==> config.mk <==
export PLATFORM = sky130hd
export DESIGN_NAME = bfd_ram
export DESIGN_NICKNAME = d
export VERILOG_FILES = /design/src/hw/rtl/bfd_ram.sv
export SDC_FILE = /design/constraint.sdc
export NUM_CORES = 1
export LEC_CHECK = 0
export BUFFER_PORTS_ARGS = -buffer_cell sky130_fd_sc_hd__buf_4
export CAP_MARGIN = 10
export CORE_MARGIN = 8
export CORE_UTILIZATION = 55
export DETAILED_ROUTE_END_ITERATION = 7
export HOLD_SLACK_MARGIN = 0.08
export PLACE_DENSITY = 0.76
export SLEW_MARGIN = 10
export SYNTH_ARGS = -nofsm -noshare
export SYNTH_HDL_FRONTEND = slang
export SYNTH_SLANG_ARGS = --single-unit
==> constraint.sdc <==
create_clock -name i_clk -period 3.25 [get_ports i_clk]
set_input_delay 0.8125 -clock i_clk [delete_from_list [all_inputs] [get_ports i_clk]]
set_output_delay 0.8125 -clock i_clk [all_outputs]
set_load 0.03 [all_outputs]
==> src/hw/rtl/bfd_ram.sv <==
// generic ram, one write port and two registered read ports
// no dependencies
`timescale 1ns / 1ps

module bfd_ram #(
    parameter int WIDTH = 8,
    parameter int DEPTH = 64
) (
    input  logic                     i_clk,
    input  logic                     i_we,
    input  logic [$clog2(DEPTH)-1:0] i_waddr,
    input  logic [WIDTH-1:0]         i_wdata,
    input  logic                     i_re_a,
    input  logic [$clog2(DEPTH)-1:0] i_raddr_a,
    output logic [WIDTH-1:0]         o_rdata_a,
    input  logic                     i_re_b,
    input  logic [$clog2(DEPTH)-1:0] i_raddr_b,
    output logic [WIDTH-1:0]         o_rdata_b
);

    logic [WIDTH-1:0] r_mem [DEPTH];
    logic [WIDTH-1:0] r_rdata_a;
    logic [WIDTH-1:0] r_rdata_b;

    always_ff @(posedge i_clk) begin
        if (i_we) begin
            r_mem[i_waddr] <= i_wdata;
        end
        if (i_re_a) begin
            r_rdata_a <= r_mem[i_raddr_a];
        end
        if (i_re_b) begin
            r_rdata_b <= r_mem[i_raddr_b];
        end
    end

    assign o_rdata_a = r_rdata_a;
    assign o_rdata_b = r_rdata_b;

endmodule

==> impl_metrics.csv <==
group,metric,value,unit
timing,maxSlewHeadroom,44.4,%
critical_path,crit_type,"in2reg",
critical_path,crit_top_cell,"mux4_2",
clocking,clkSinkCount,528,
die,die_area,51400,um2
critical_path,cpMaxStageDelayCell,"mux4_2",
critical_path,cp-endpoint,"o_rdata_a[0]",
die,fp.dieH,227,um
synth,synth-xor-area-share,0,%
die,io_pins,46,
timing,period_share,86.0,%
grt,grt_max_degree,65,
timing,tightest_slew,813,ps
critical_path,max_stage_delay,570,ps
synth,synth.top_cell.area_share,64.9,%
critical_path,cp.required,3580,ps
synth,syn_area,24400,um2
finish,layout-drive-gt1-share,36.9,%
clocking,cts_root_buffer,"clkbuf_16",
timing,maxSlewViolCount,0,
critical_path,path_depth,6,
pwr,p_clk_share,40.4,%
synth,synth_compound_area_share,2.79,%
routing,vias,13641,
pwr,internal-power,11.6,mW
pwr,powerDensity,536,nW/um2
die,core_area,44000,um2
timing,rsz0062_at_grt,"false",
critical_path,startpoint_type,"input port",
synth,synth.distinct_cells,37,
critical_path,crit_path_start,"i_raddr_a[0]",
finish,syn2layout_area_growth,13.9,%
grt,grt_first_pass_wirelength,93.0,mm
place,routabilityCongestion,0.879,
grt,grt_antenna_before_repair,2,
timing,finalSetupViolations,0,
critical_path,cp_max_fo,25,
finish,fin_nets,1360,
critical_path,rr_worst_depth,4,
critical_path,r2r_setup_slack,930,ps
timing,fmax,358,MHz
clocking,cts_tree,"done",
finish,fillers,2979,
critical_path,end_kind,"register",
die,start_util,55.5,%
clocking,postCtsSetupRepairBufs,0,
critical_path,critPathBufInv,2,
routing,post_drt_wl_per_cell,32.4,um
clocking,ctsResizeCount,0,
critical_path,path_cells,"clkbuf_8, buf_12, mux4_2, mux4_2, o21ai_1, o22ai_1",
critical_path,r2r_end,"o_rdata_a[0]",
clocking,clk_latency,610,ps
routing,drt_iter0_drc,1616,
timing,skew,25.7,ps
clocking,htree_levels,2,
pwr,power_frac_comb,8.6,%
synth,synth_simple_gate_area_share,2.67,%
synth,muxShareOfSynthArea,27.7,%
timing,final.min_clock_period,2790,ps
critical_path,r2r_start,"r_mem[54][0]",
outcome,status,"complete, no violations",
routing,dr.pass1.iters,5,
finish,diodes,0,
synth,yosysTopAreaCell,"edfxtp_1",
min_path,min_path_type,"in2reg",
clocking,cts_buffers,53,
clocking,clk_pin_slew_worst_paths,60,ps
synth,synth.area.top_cells,"edfxtp_1, mux4_2, mux2i_1",
routing,drt-total-wl,63.6,mm
synth,synthAdderAreaFrac,0,%
synth,ys_seq_area_share,64.9,%
die,die_w,227,um
critical_path,crit_family,"multiplexers",
finish,fin_cells,1964,
pwr,seqPwrFrac,51.0,%
routing,drc,0,
clocking,postCtsHoldBufs,0,
synth,syn-mean-instance-area,20.2,um2
job,drv_cap,0,
die,rows,77,
place,dp.cells,1867,
synth,synthesis.nets,1241,
timing,setup-tns-final,0,ps
grt,grt_overflow,0,
routing,routed_via_density,6.95,
pwr,power.switching,3.32,mW
grt,grt_pass1_vias,14328,
place,port_buffers,45,
finish,final_cell_mix,"edfxtp_1, mux4_2, buf_4, nor2_1, mux2i_1",
synth,yosys_warnings,0,
timing,hold_viol,0,
pwr,irDropWorstVdd,424,uV
critical_path,arrival,3120,ps
routing,ant_nets,0,
pwr,p_leak,8.97,nW
synth,synth_cells,1211,
place,dp_hpwl,42.0,mm
synth,synth_top_family_by_area,"multiplexers",
synth,synth_seq_cells,528,
pwr,netSwitchingFraction,22.3,%
grt,grtUsageTotal,25.1,%
finish,mostFrequentLayoutCell,"edfxtp_1",
clocking,clk_path_buf_depth,3,
[cell type report]
type                            count  area, um2  share of cell area (%)
Multi-Input combinational cell    587       8100                    29.1
Timing Repair Buffer              157       1410                    5.07
Tap cell                          592        741                    2.66
Clock inverter                     31        285                    1.03
Sequential cell                   528      15900                    57.0
Clock buffer                       66       1420                    5.10
Inverter                            3       11.3                  0.0405
[worst min-delay path by stage]
stage                  from            to  slack (ps)  cells past startpoint
3_5_place_dp   r_mem[32][7]  o_rdata_b[7]         960                      4
4_1_cts              i_re_a  o_rdata_a[0]         510                      1
2_1_floorplan  r_mem[26][0]  o_rdata_b[0]         840                      5
6_report             i_re_a  o_rdata_a[0]         540                      1
3_3_place_gp   r_mem[36][4]  o_rdata_b[4]         930                      5
5_1_grt              i_re_a  o_rdata_a[0]         530                      1
[cell usage after synthesis, drive strengths merged]
master,count
a311o,1
mux2i,66
nand2b,6
clkbuf,34
inv,3
a221oi,7
nor2b,8
nand3,20
a221o,5
a211oi,2
a32oi,1
o31a,5
o221ai,5
nand4b,1
buf,59
or3,1
nor3,2
o22ai,20
mux2,2
a22oi,14
mux4,270
nand2,28
and2,3
o211ai,3
nor2,75
nand4,3
a21oi,10
edfxtp,528
nand3b,2
o2111ai,1
o21ai,24
a2111oi,2
[power groups by stage]
stage	logic, mW	clock network [mW]	registers [mW]
CTS	1.27	6.11	7.60
global route	1.34	6.35	7.60
floorplan	0.734	0	7.77
finish	1.28	6.03	7.60
detailed placement	1.27	0	7.74
global placement	1.25	0	7.74
[cells by family (layout without fill, tap and decap cells)]
logic type,after synthesis,count (layout)
muxes,338,338
buffers and inverters,96,257
AOI/OAI and AO/OA,100,100
DFF,528,528
and+or+nand+nor,149,149
[sequential cells by signal, indices dropped and copies added (netlist names)]
name and flops:
r_mem 512, o_rdata_a 8, o_rdata_b 8
[per-stage QoR]
stage	total power, mW	worst slack [ps]	hold slack (ps)	utilization (%)	instance area (um2)
after detailed placement	9.01	-67.3	959	59.3	26100
after floorplan	8.50	487	840	-	24400
final	14.9	456	545	63.2	27800
after global routing	15.3	422	526	63.2	27800
after CTS	15.0	565	510	63.2	27800
after global placement	8.99	-44.6	931	59.3	26100
[per-layer routing]
metal  GRT usage [%]  part of all wire [%]  up-vias
li1                -                     -     5477
met3            7.88                    11      161
met2            40.5                    49      877
met5            1.46                  0.19        -
met1            31.8                    36     7120
met4            9.48                   3.6        6
(Power assumes the default switching activity.)
