===== src/hw/rtl/bfd_pkg.sv =====
// shared types and constants for the byte frame deframer
// no dependencies
`timescale 1ns / 1ps

package bfd_pkg;

    localparam int MAX_PAYLOAD = 32;
    localparam int BUF_DEPTH   = MAX_PAYLOAD + 1;
    localparam int COUNT_SAT   = MAX_PAYLOAD + 2;

    localparam int BYTE_W = 8;
    localparam int LEN_W  = 6;
    localparam int CNT_W  = $clog2(COUNT_SAT + 1);
    localparam int IDX_W  = $clog2(BUF_DEPTH);
    // two banks of frame storage, bank select on top of the index
    localparam int ADDR_W    = IDX_W + 1;
    localparam int RAM_DEPTH = 2 ** ADDR_W;

    localparam int CFG_IDX_W = 2;
    localparam logic [CFG_IDX_W-1:0] CFG_START_BYTE   = 2'd0;
    localparam logic [CFG_IDX_W-1:0] CFG_END_BYTE     = 2'd1;
    localparam logic [CFG_IDX_W-1:0] CFG_FRAME_LENGTH = 2'd2;

    localparam logic [BYTE_W-1:0] RST_START_BYTE   = 8'h55;
    localparam logic [BYTE_W-1:0] RST_END_BYTE     = 8'hdd;
    localparam logic [LEN_W-1:0]  RST_FRAME_LENGTH = 6'd17;

    typedef enum logic {
        FS_GATHER,
        FS_CHECK
    } t_front_state;

    // one accepted frame waiting to be drained
    typedef struct packed {
        logic             bank;
        logic [LEN_W-1:0] len;
    } t_desc;

    typedef struct packed {
        logic              en;
        logic [ADDR_W-1:0] addr;
        logic [BYTE_W-1:0] data;
    } t_ram_wr;

    typedef struct packed {
        logic              en;
        logic [ADDR_W-1:0] addr;
    } t_ram_rd;

endpackage


===== src/hw/rtl/bfd_fq.sv =====
// two-entry queue of accepted frame descriptors between front and back
// depends on bfd_pkg
`timescale 1ns / 1ps

module bfd_fq
    import bfd_pkg::*;
(
    input  logic  i_clk,
    input  logic  i_rst_n,
    input  logic  i_push,
    input  t_desc i_desc,
    input  logic  i_pop,
    output t_desc o_head,
    output logic  o_full,
    output logic  o_empty
);

    t_desc      r_q [2];
    logic       r_wp;
    logic       r_rp;
    logic [1:0] r_cnt;

    always_ff @(posedge i_clk) begin
        if (!i_rst_n) begin
            r_wp  <= 1'b0;
            r_rp  <= 1'b0;
            r_cnt <= '0;
        end else begin
            if (i_push) begin
                r_wp <= !r_wp;
            end
            if (i_pop) begin
                r_rp <= !r_rp;
            end
            case ({i_push, i_pop})
                2'b10:   r_cnt <= r_cnt + 2'd1;
                2'b01:   r_cnt <= r_cnt - 2'd1;
                default: r_cnt <= r_cnt;
            endcase
        end
    end

    always_ff @(posedge i_clk) begin
        if (i_push) begin
            r_q[r_wp] <= i_desc;
        end
    end

    assign o_head  = r_q[r_rp];
    assign o_full  = (r_cnt == 2'd2);
    assign o_empty = (r_cnt == 2'd0);

endmodule


===== config.mk =====
export PLATFORM = sky130hd
export DESIGN_NAME = bfd_fq
export DESIGN_NICKNAME = d
export VERILOG_FILES = /design/src/hw/rtl/bfd_pkg.sv /design/src/hw/rtl/bfd_fq.sv
export SDC_FILE = /design/constraint.sdc
export NUM_CORES = 1
export LEC_CHECK = 0
export BUFFER_PORTS_ARGS = -buffer_cell sky130_fd_sc_hd__buf_2
export CELL_PAD_IN_SITES_DETAIL_PLACEMENT = 2
export CELL_PAD_IN_SITES_GLOBAL_PLACEMENT = 2
export CORE_MARGIN = 3
export CORE_UTILIZATION = 30
export DETAILED_ROUTE_END_ITERATION = 16
export MAX_ROUTING_LAYER = met4
export PLACE_DENSITY_LB_ADDON = 0.1
export SLEW_MARGIN = 20
export SYNTH_ARGS = -nofsm -noshare
export SYNTH_HDL_FRONTEND = slang
export SYNTH_SLANG_ARGS = --single-unit

===== constraint.sdc =====
create_clock -name i_clk -period 1 [get_ports i_clk]
set_input_delay 0.1 -clock i_clk [delete_from_list [all_inputs] [get_ports i_clk]]
set_output_delay 0.1 -clock i_clk [all_outputs]
set_load 0.02 [all_outputs]

==> impl_metrics.tcl, run 1 <==
set metrics [dict create \
    yosysUniqueCellTypes 16 \
    die_y_um 54.97 \
    startpoint_type "flop" \
    buffer_ports.inserted 19 \
    ffs_latches_synth 19 \
    grtUsageTotal 0.1305 \
    drt.antenna.violating_nets 0 \
    most_common_cell_after_layout_fill_and_taps_aside "sky130_fd_sc_hd__edfxtp_1" \
    start_util 0.3221 \
    worstSetupPathDepth 3 \
    num-fill-cells 224 \
    number_of_clock_buffers_inserted_by_tritoncts 3 \
    fmax_mhz 758.4 \
    coreArea_sq_um 2233 \
    total_number_of_vias 498 \
    cp_common_cell "sky130_fd_sc_hd__buf_6" \
    timing.slew.headroom 0.8767 \
    place_ws_ns -0.1623 \
    synth_largest_area_cell "sky130_fd_sc_hd__edfxtp_1" \
    globalplace.congestion 0.5994 \
    cp.required_ns 0.90 \
    peakVddDrop_uv 823.3 \
    grt_first_pass_wirelength_um 2546 \
    worst_setup_path_end_kind "output pin" \
    drt_pass1_iterations 3 \
    post-route-drc-count 0 \
    cts.htree.levels 1 \
    skew_ns 0.003146 \
    worst-path-max-fanout 4 \
    run_status "finished, violations left" \
    final_cell_mix "sky130_fd_sc_hd__edfxtp_1 (14), sky130_fd_sc_hd__buf_6 (12), sky130_fd_sc_hd__buf_2 (10)" \
    rr_worst_depth 4 \
    routed_wl_um 1679 \
    failing_checks "negative setup slack" \
    fin_ws_ns -0.3186 \
    clock_sink_count 19 \
    min_period_ns 1.319 \
    syn2layout_area_growth_pct 59.30 \
    critPathTopFamily "flip-flops" \
    yosys-top-cells-area "sky130_fd_sc_hd__edfxtp_1 (58%), sky130_fd_sc_hd__dfxtp_1 (14%), sky130_fd_sc_hd__mux2_2 (11%)" \
    tns_ns -2.433 \
    unrepaired_setup_endpoints_after_global_routing "true" \
    antenna-diode-count 0 \
    fp.dieArea_sq_um 3022 \
    worst_skew_pair.late_latency_ns 0.28 \
    gr-total-overflow 0 \
    detail_route.wl_per_cell_um 14.99 \
    worst-setup-path-type "flop to output pin" \
    dp_hpwl_um 1174 \
    timing_max_transition_violations_final 0 \
    synth_seq_area_share 0.7235 \
    synth_warnings 0 \
    finalNetCount 97 \
    path_buf_inv 2 \
    cts_root_buf "sky130_fd_sc_hd__clkbuf_4" \
    timing.critical_path.cells "buf_6 > mux2_4 > buf_6" \
    timing.final.hold_violations 0 \
    cts_max_path_buffers 2 \
    number_of_antenna_violations_at_the_first_check_in_global_routing 0 \
    vias_per_cell 4.446 \
    final_number_of_setup_violating_endpoints 10 \
    rows 17 \
    synth.avg_cell_area_sq_um 16.35 \
    yosys.area.top_type_share 0.5843 \
    worst-slew-pin-transition_ns 0.1843 \
    timing.max_cap.violations 0 \
    tritoncts "built" \
    hold_path.class "primary input to flop" \
    wp_data_arrival_ns 1.22 \
    syn_nets 56 \
    final.period_utilization 1.319 \
    mappedNetlistArea_sq_um 719.4 \
    drive_gt1_frac 0.5476 \
    grt_pass1_vias 544 \
    io_pins 20 \
    total_leakage_power_nw 0.4805 \
    clk_pin_slew_ns 0.10 \
    worst_hold_path.num_cells 2 \
    max_stage_delay_ns 0.36 \
    netlist_instances 44 \
    powerDensity_nw_per_um2 1532 \
    cp_slowest_cell "sky130_fd_sc_hd__dfxtp_2" \
    grt_start_max_net_pins 11 \
    chipWidth_um 54.97 \
    1st_iter_drt_viols 7 \
]
synth_stat cells, drive strengths merged:
cell / number
a21boi: 1
and2: 4
and2b: 1
clkbuf: 1
dfxtp: 5
edfxtp: 14
ha: 1
inv: 1
mux2: 7
nor2: 2
nor2b: 1
o21a: 1
o21ai: 1
or3: 1
xnor2: 2
xor2: 1
power by group:
group	total, mW	internal [mW]	switching (mW)	leakage (nW)
clock	0.372	0.155	0.218	0.0150
sequential	0.932	0.903	0.0285	0.173
combinational	0.452	0.268	0.184	0.292
cell families after synthesis:
kind of cell | after synthesis | synth area share
buffers and inverters | 2 | 0.01042
flip-flops | 19 | 0.7235
AND/OR/NAND/NOR | 9 | 0.07479
adder cells (fa/ha/maj) | 1 | 0.01739
multiplexers | 7 | 0.1096
XOR/XNOR | 3 | 0.03653
AO/OA/AOI/OAI | 3 | 0.02783
stage by stage:
| stage | utilization | hold WS (ns) | cells | area, sq um | power, mW |
|---|---|---|---|---|---|
| 3_5_place_dp | 0.4157 | 0.2916 | 99 | 928.4 | 1.254 |
| 5_1_grt | 0.5132 | 0.06324 | 112 | 1146 | 1.852 |
| 3_3_place_gp | 0.4157 | 0.2880 | 99 | 928.4 | 1.238 |
| 2_1_floorplan | - | 0.1989 | 44 | 723.2 | 1.109 |
| 6_report | 0.5132 | 0.07016 | 112 | 1146 | 1.756 |
| 4_1_cts | 0.5031 | 0.001052 | 110 | 1124 | 1.765 |
per-layer routing:
layer / GRT usage / part of all wire / vias to the layer above
li1: - / - / 237
met1: 0.1273 / 0.36 / 248
met2: 0.2520 / 0.60 / 11
met3: 0.02413 / 0.039 / 2
met4: 0.04858 / 0.0048 / 0
met5: - / 0 / -
layout make-up:
cell class                 instances  area, sq um  share of cell area
timing repair buffer              37        327.8              0.2860
multi-input combinational         23        230.2              0.2009
clock buffer                       4        26.28             0.02293
tap                               28        35.03             0.03057
inverter                           1        3.754            0.003275
sequential                        19        523.0              0.4563
worst reg2reg max path, delay by kind of cell (launching register included):
kind / cells / cell delay [ns]
compound gates: 1 / 0.13
simple gates: 1 / 0.32
buf+inv: 1 / 0.13
flops: 1 / 0.34
xor+xnor: 1 / 0.12
sequential cells by signal (all words and copies together), names as in the netlist, named ones only:
name / count
r_q: 14
r_cnt: 2
r_wp: 1
r_rp: 1
final timing paths:
path,start,endpoint,slack (ns)
max,flop,o_head[1],-0.32
min,i_rst_n,r_wp$_SDFFE_PN0P_,0.07
max reg2reg,r_cnt[0]$_SDFFE_PN0P_,r_cnt[1]$_SDFFE_PN0P_,-0.10
min reg2reg,r_cnt[1]$_SDFFE_PN0P_,r_cnt[1]$_SDFFE_PN0P_,0.56
repair_timing:
action | 4_1_cts | 5_1_grt
gates resized for setup | 32 | 1
endpoints found under the hold margin | 9 | 4
pin swaps | 2 | 0
hold buffers | 5 | 2
setup buffers | 2 | 0
endpoints found under the setup margin | 10 | 17
No activity file was read; power rests on OpenSTA's default activity.
==> inputs of run 2 (changes only) <==
- clock period: 1 -> 1.2 ns (I/O delays scaled with it)
==> run 2 against run 1 <==
- first-iteration DRC count stayed put
- critical path depth is 1 lower
- global-route usage is 3.0 points lower
- sequential power is 16% lower
- count of clock-buffer cells in the layout is 1 lower
- highest routed layer unchanged
- critical endpoint is now o_head[2]
- wire length is 20% lower
- register-to-register slack better by 0.29 ns
- die area stayed put
- the run still ends with negative setup slack left
==> impl_metrics.tcl, run 2 (synthesized netlist as in run 1, its figures left out) <==
set metrics [dict create \
    run_status "finished, violations left" \
    failing_checks "negative setup slack" \
    io_pins 20 \
    antenna-diode-count 0 \
    worst_skew_pair.late_latency_ns 0.29 \
    dp_hpwl_um 991.7 \
    rr_worst_depth 3 \
    cp.required_ns 1.08 \
    fin_ws_ns -0.1137 \
    timing.slew.headroom 0.7859 \
    worst-path-max-fanout 7 \
    rows 17 \
    globalplace.congestion 0.6306 \
    tns_ns -0.7495 \
    cts_max_path_buffers 2 \
    critPathCapture "o_head[2]" \
    timing.max_cap.violations 0 \
    die_y_um 54.97 \
    design_power_total_mw 1.392 \
    place_ws_ns 0.002503 \
    grt_start_max_net_pins 13 \
    total_number_of_vias 447 \
    fp.dieArea_sq_um 3022 \
    total_leakage_power_nw 0.4154 \
    swShare 0.2516 \
    buffer_ports.inserted 19 \
    vias_per_cell 4.426 \
    internal_power_mw 1.041 \
    critPathTopFamily "flip-flops" \
    skew_ns 0.004936 \
    layout.cell_area.non_filler_sq_um 1020 \
    drt_pass1_iterations 4 \
    number_of_clock_buffers_inserted_by_tritoncts 3 \
    hold_path.class "primary input to flop" \
    max_flop_register "r_q" \
    worstSetupPathDepth 2 \
    largest_reg_flops 14 \
    wp_data_arrival_ns 1.19 \
    hold-worst-slack_ns 0.01294 \
    seq_power_share 0.565 \
    1st_iter_drt_viols 7 \
    post_dp_cell_area_sq_um 868.3 \
    gr-total-overflow 0 \
    number_of_antenna_violations_at_the_first_check_in_global_routing 0 \
    share_comb_of_total_power 0.202 \
    worst_r2r_endpoint "r_cnt[1]$_SDFFE_PN0P_" \
    peakVddDrop_uv 625.5 \
    grt_first_pass_wirelength_um 2063 \
    cts_root_buf "sky130_fd_sc_hd__clkbuf_4" \
    worst-setup-path-type "flop to output pin" \
    share_clk_of_total_power 0.234 \
    min_period_ns 1.314 \
    detail_route.wl_per_cell_um 13.26 \
    drive_gt1_frac 0.5068 \
    final.period_utilization 1.095 \
    finalNetCount 86 \
    unrepaired_setup_endpoints_after_global_routing "true" \
    final_number_of_setup_violating_endpoints 7 \
    tritoncts "built" \
    max_stage_delay_ns 0.44 \
    start_util 0.3221 \
    largestRegisters "r_q (14), r_cnt (2)" \
    timing_max_transition_violations_final 0 \
    fmax_mhz 761.2 \
    post-route-drc-count 0 \
    total_switching_power_uw 350.0 \
    cts.htree.levels 1 \
    grt_pass1_vias 474 \
    powerDensity_nw_per_um2 1365 \
    timing.final.hold_violations 0 \
    reg2reg_slack_ns 0.19 \
    timing.critical_path.cells "mux2_4 > buf_6" \
    clock_sink_count 19 \
    chipWidth_um 54.97 \
    clk_pin_slew_ns 0.11 \
    coreArea_sq_um 2233 \
    syn2layout_area_growth_pct 41.74 \
    cp_slowest_cell "sky130_fd_sc_hd__dfxtp_4" \
    worst-slew-pin-transition_ns 0.3211 \
    regToRegStartpoint "r_cnt[0]$_SDFFE_PN0P_" \
    most_common_cell_after_layout_fill_and_taps_aside "sky130_fd_sc_hd__edfxtp_1" \
    path_buf_inv 1 \
    startpoint_type "flop" \
    grtUsageTotal 0.1004 \
    drt.antenna.violating_nets 0 \
    routed_wl_um 1339 \
    worst_setup_path_end_kind "output pin" \
    final_cell_mix "sky130_fd_sc_hd__edfxtp_1 (14), sky130_fd_sc_hd__buf_2 (11), sky130_fd_sc_hd__buf_6 (8), sky130_fd_sc_hd__mux2_4 (7)" \
]
[run 2: cell types whose count changed in the layout (fill, tap and decap cells not counted), moves of 2 or more]
cell                            previous run  this run
sky130_fd_sc_hd__dlygate4sd3_1             7         3
sky130_fd_sc_hd__dfxtp_2                   2         0
sky130_fd_sc_hd__buf_4                     7         4
sky130_fd_sc_hd__buf_6                    12         8
sky130_fd_sc_hd__nor2_1                    0         2
sky130_fd_sc_hd__dfxtp_4                   0         2
[run 2: worst reg2reg max path, cell delays in order (launching register included)]
cell                       delay (ns)
sky130_fd_sc_hd__dfxtp_4         0.37
sky130_fd_sc_hd__xnor2_1         0.13
sky130_fd_sc_hd__or3_1           0.31
sky130_fd_sc_hd__a21boi_1        0.14
[run 2: what timing repair did]
action,4_1_cts,5_1_grt
setup buffers,0,1
endpoints found under the setup margin,8,8
hold buffers,1,2
gates resized for setup,24,3
hold endpoints to repair,2,4
cloned,0,0
[run 2: cell type report]
cell class / instances / area (sq um)
fillers: 246 / 1214
flip-flops and latches: 19 / 528.0
multi-input cells: 23 / 217.7
repair buffers: 26 / 205.2
well taps: 28 / 35.03
clock buffers: 3 / 22.52
clock inverters: 1 / 7.507
inverters: 1 / 3.754
[run 2: worst min-delay path by stage]
| stage | endpoint | cells past startpoint | slack (ns) | startpoint |
|---|---|---|---|---|
| floorplan | r_q[0][0]$_DFFE_PP_ | 0 | 0.22 | i_desc[0] |
| global placement | r_q[0][2]$_DFFE_PP_ | 1 | 0.31 | i_desc[2] |
| detailed placement | r_q[1][2]$_DFFE_PP_ | 1 | 0.31 | i_desc[2] |
| CTS | r_q[1][6]$_DFFE_PP_ | 1 | 0.004 | i_desc[6] |
| global route | r_q[0][1]$_DFFE_PP_ | 1 | 0.004 | i_desc[1] |
| finish | r_q[1][0]$_DFFE_PP_ | 1 | 0.01 | i_desc[0] |
[run 2: metrics by stage]
step	instances	utilization
final	101	0.4566
after global routing	101	0.4566
after CTS	98	0.4403
after detailed placement	93	0.3888
after global placement	93	0.3888
after floorplan	44	-
[run 2: metal layers]
metal / vias up / share of wire / track usage
li1: 216 / - / -
met1: 215 / 0.43 / 0.1197
met2: 14 / 0.51 / 0.1654
met3: 2 / 0.062 / 0.02413
met4: 0 / 0.0030 / 0.03644
met5: - / 0 / -
[run 2: power by group through the flow]
stage	logic (mW)	registers [mW]	clock network [mW]
floorplan	0.142	0.779	0
global placement	0.209	0.793	0
detailed placement	0.213	0.795	0
CTS	0.265	0.787	0.340
global route	0.308	0.792	0.364
finish	0.280	0.786	0.325
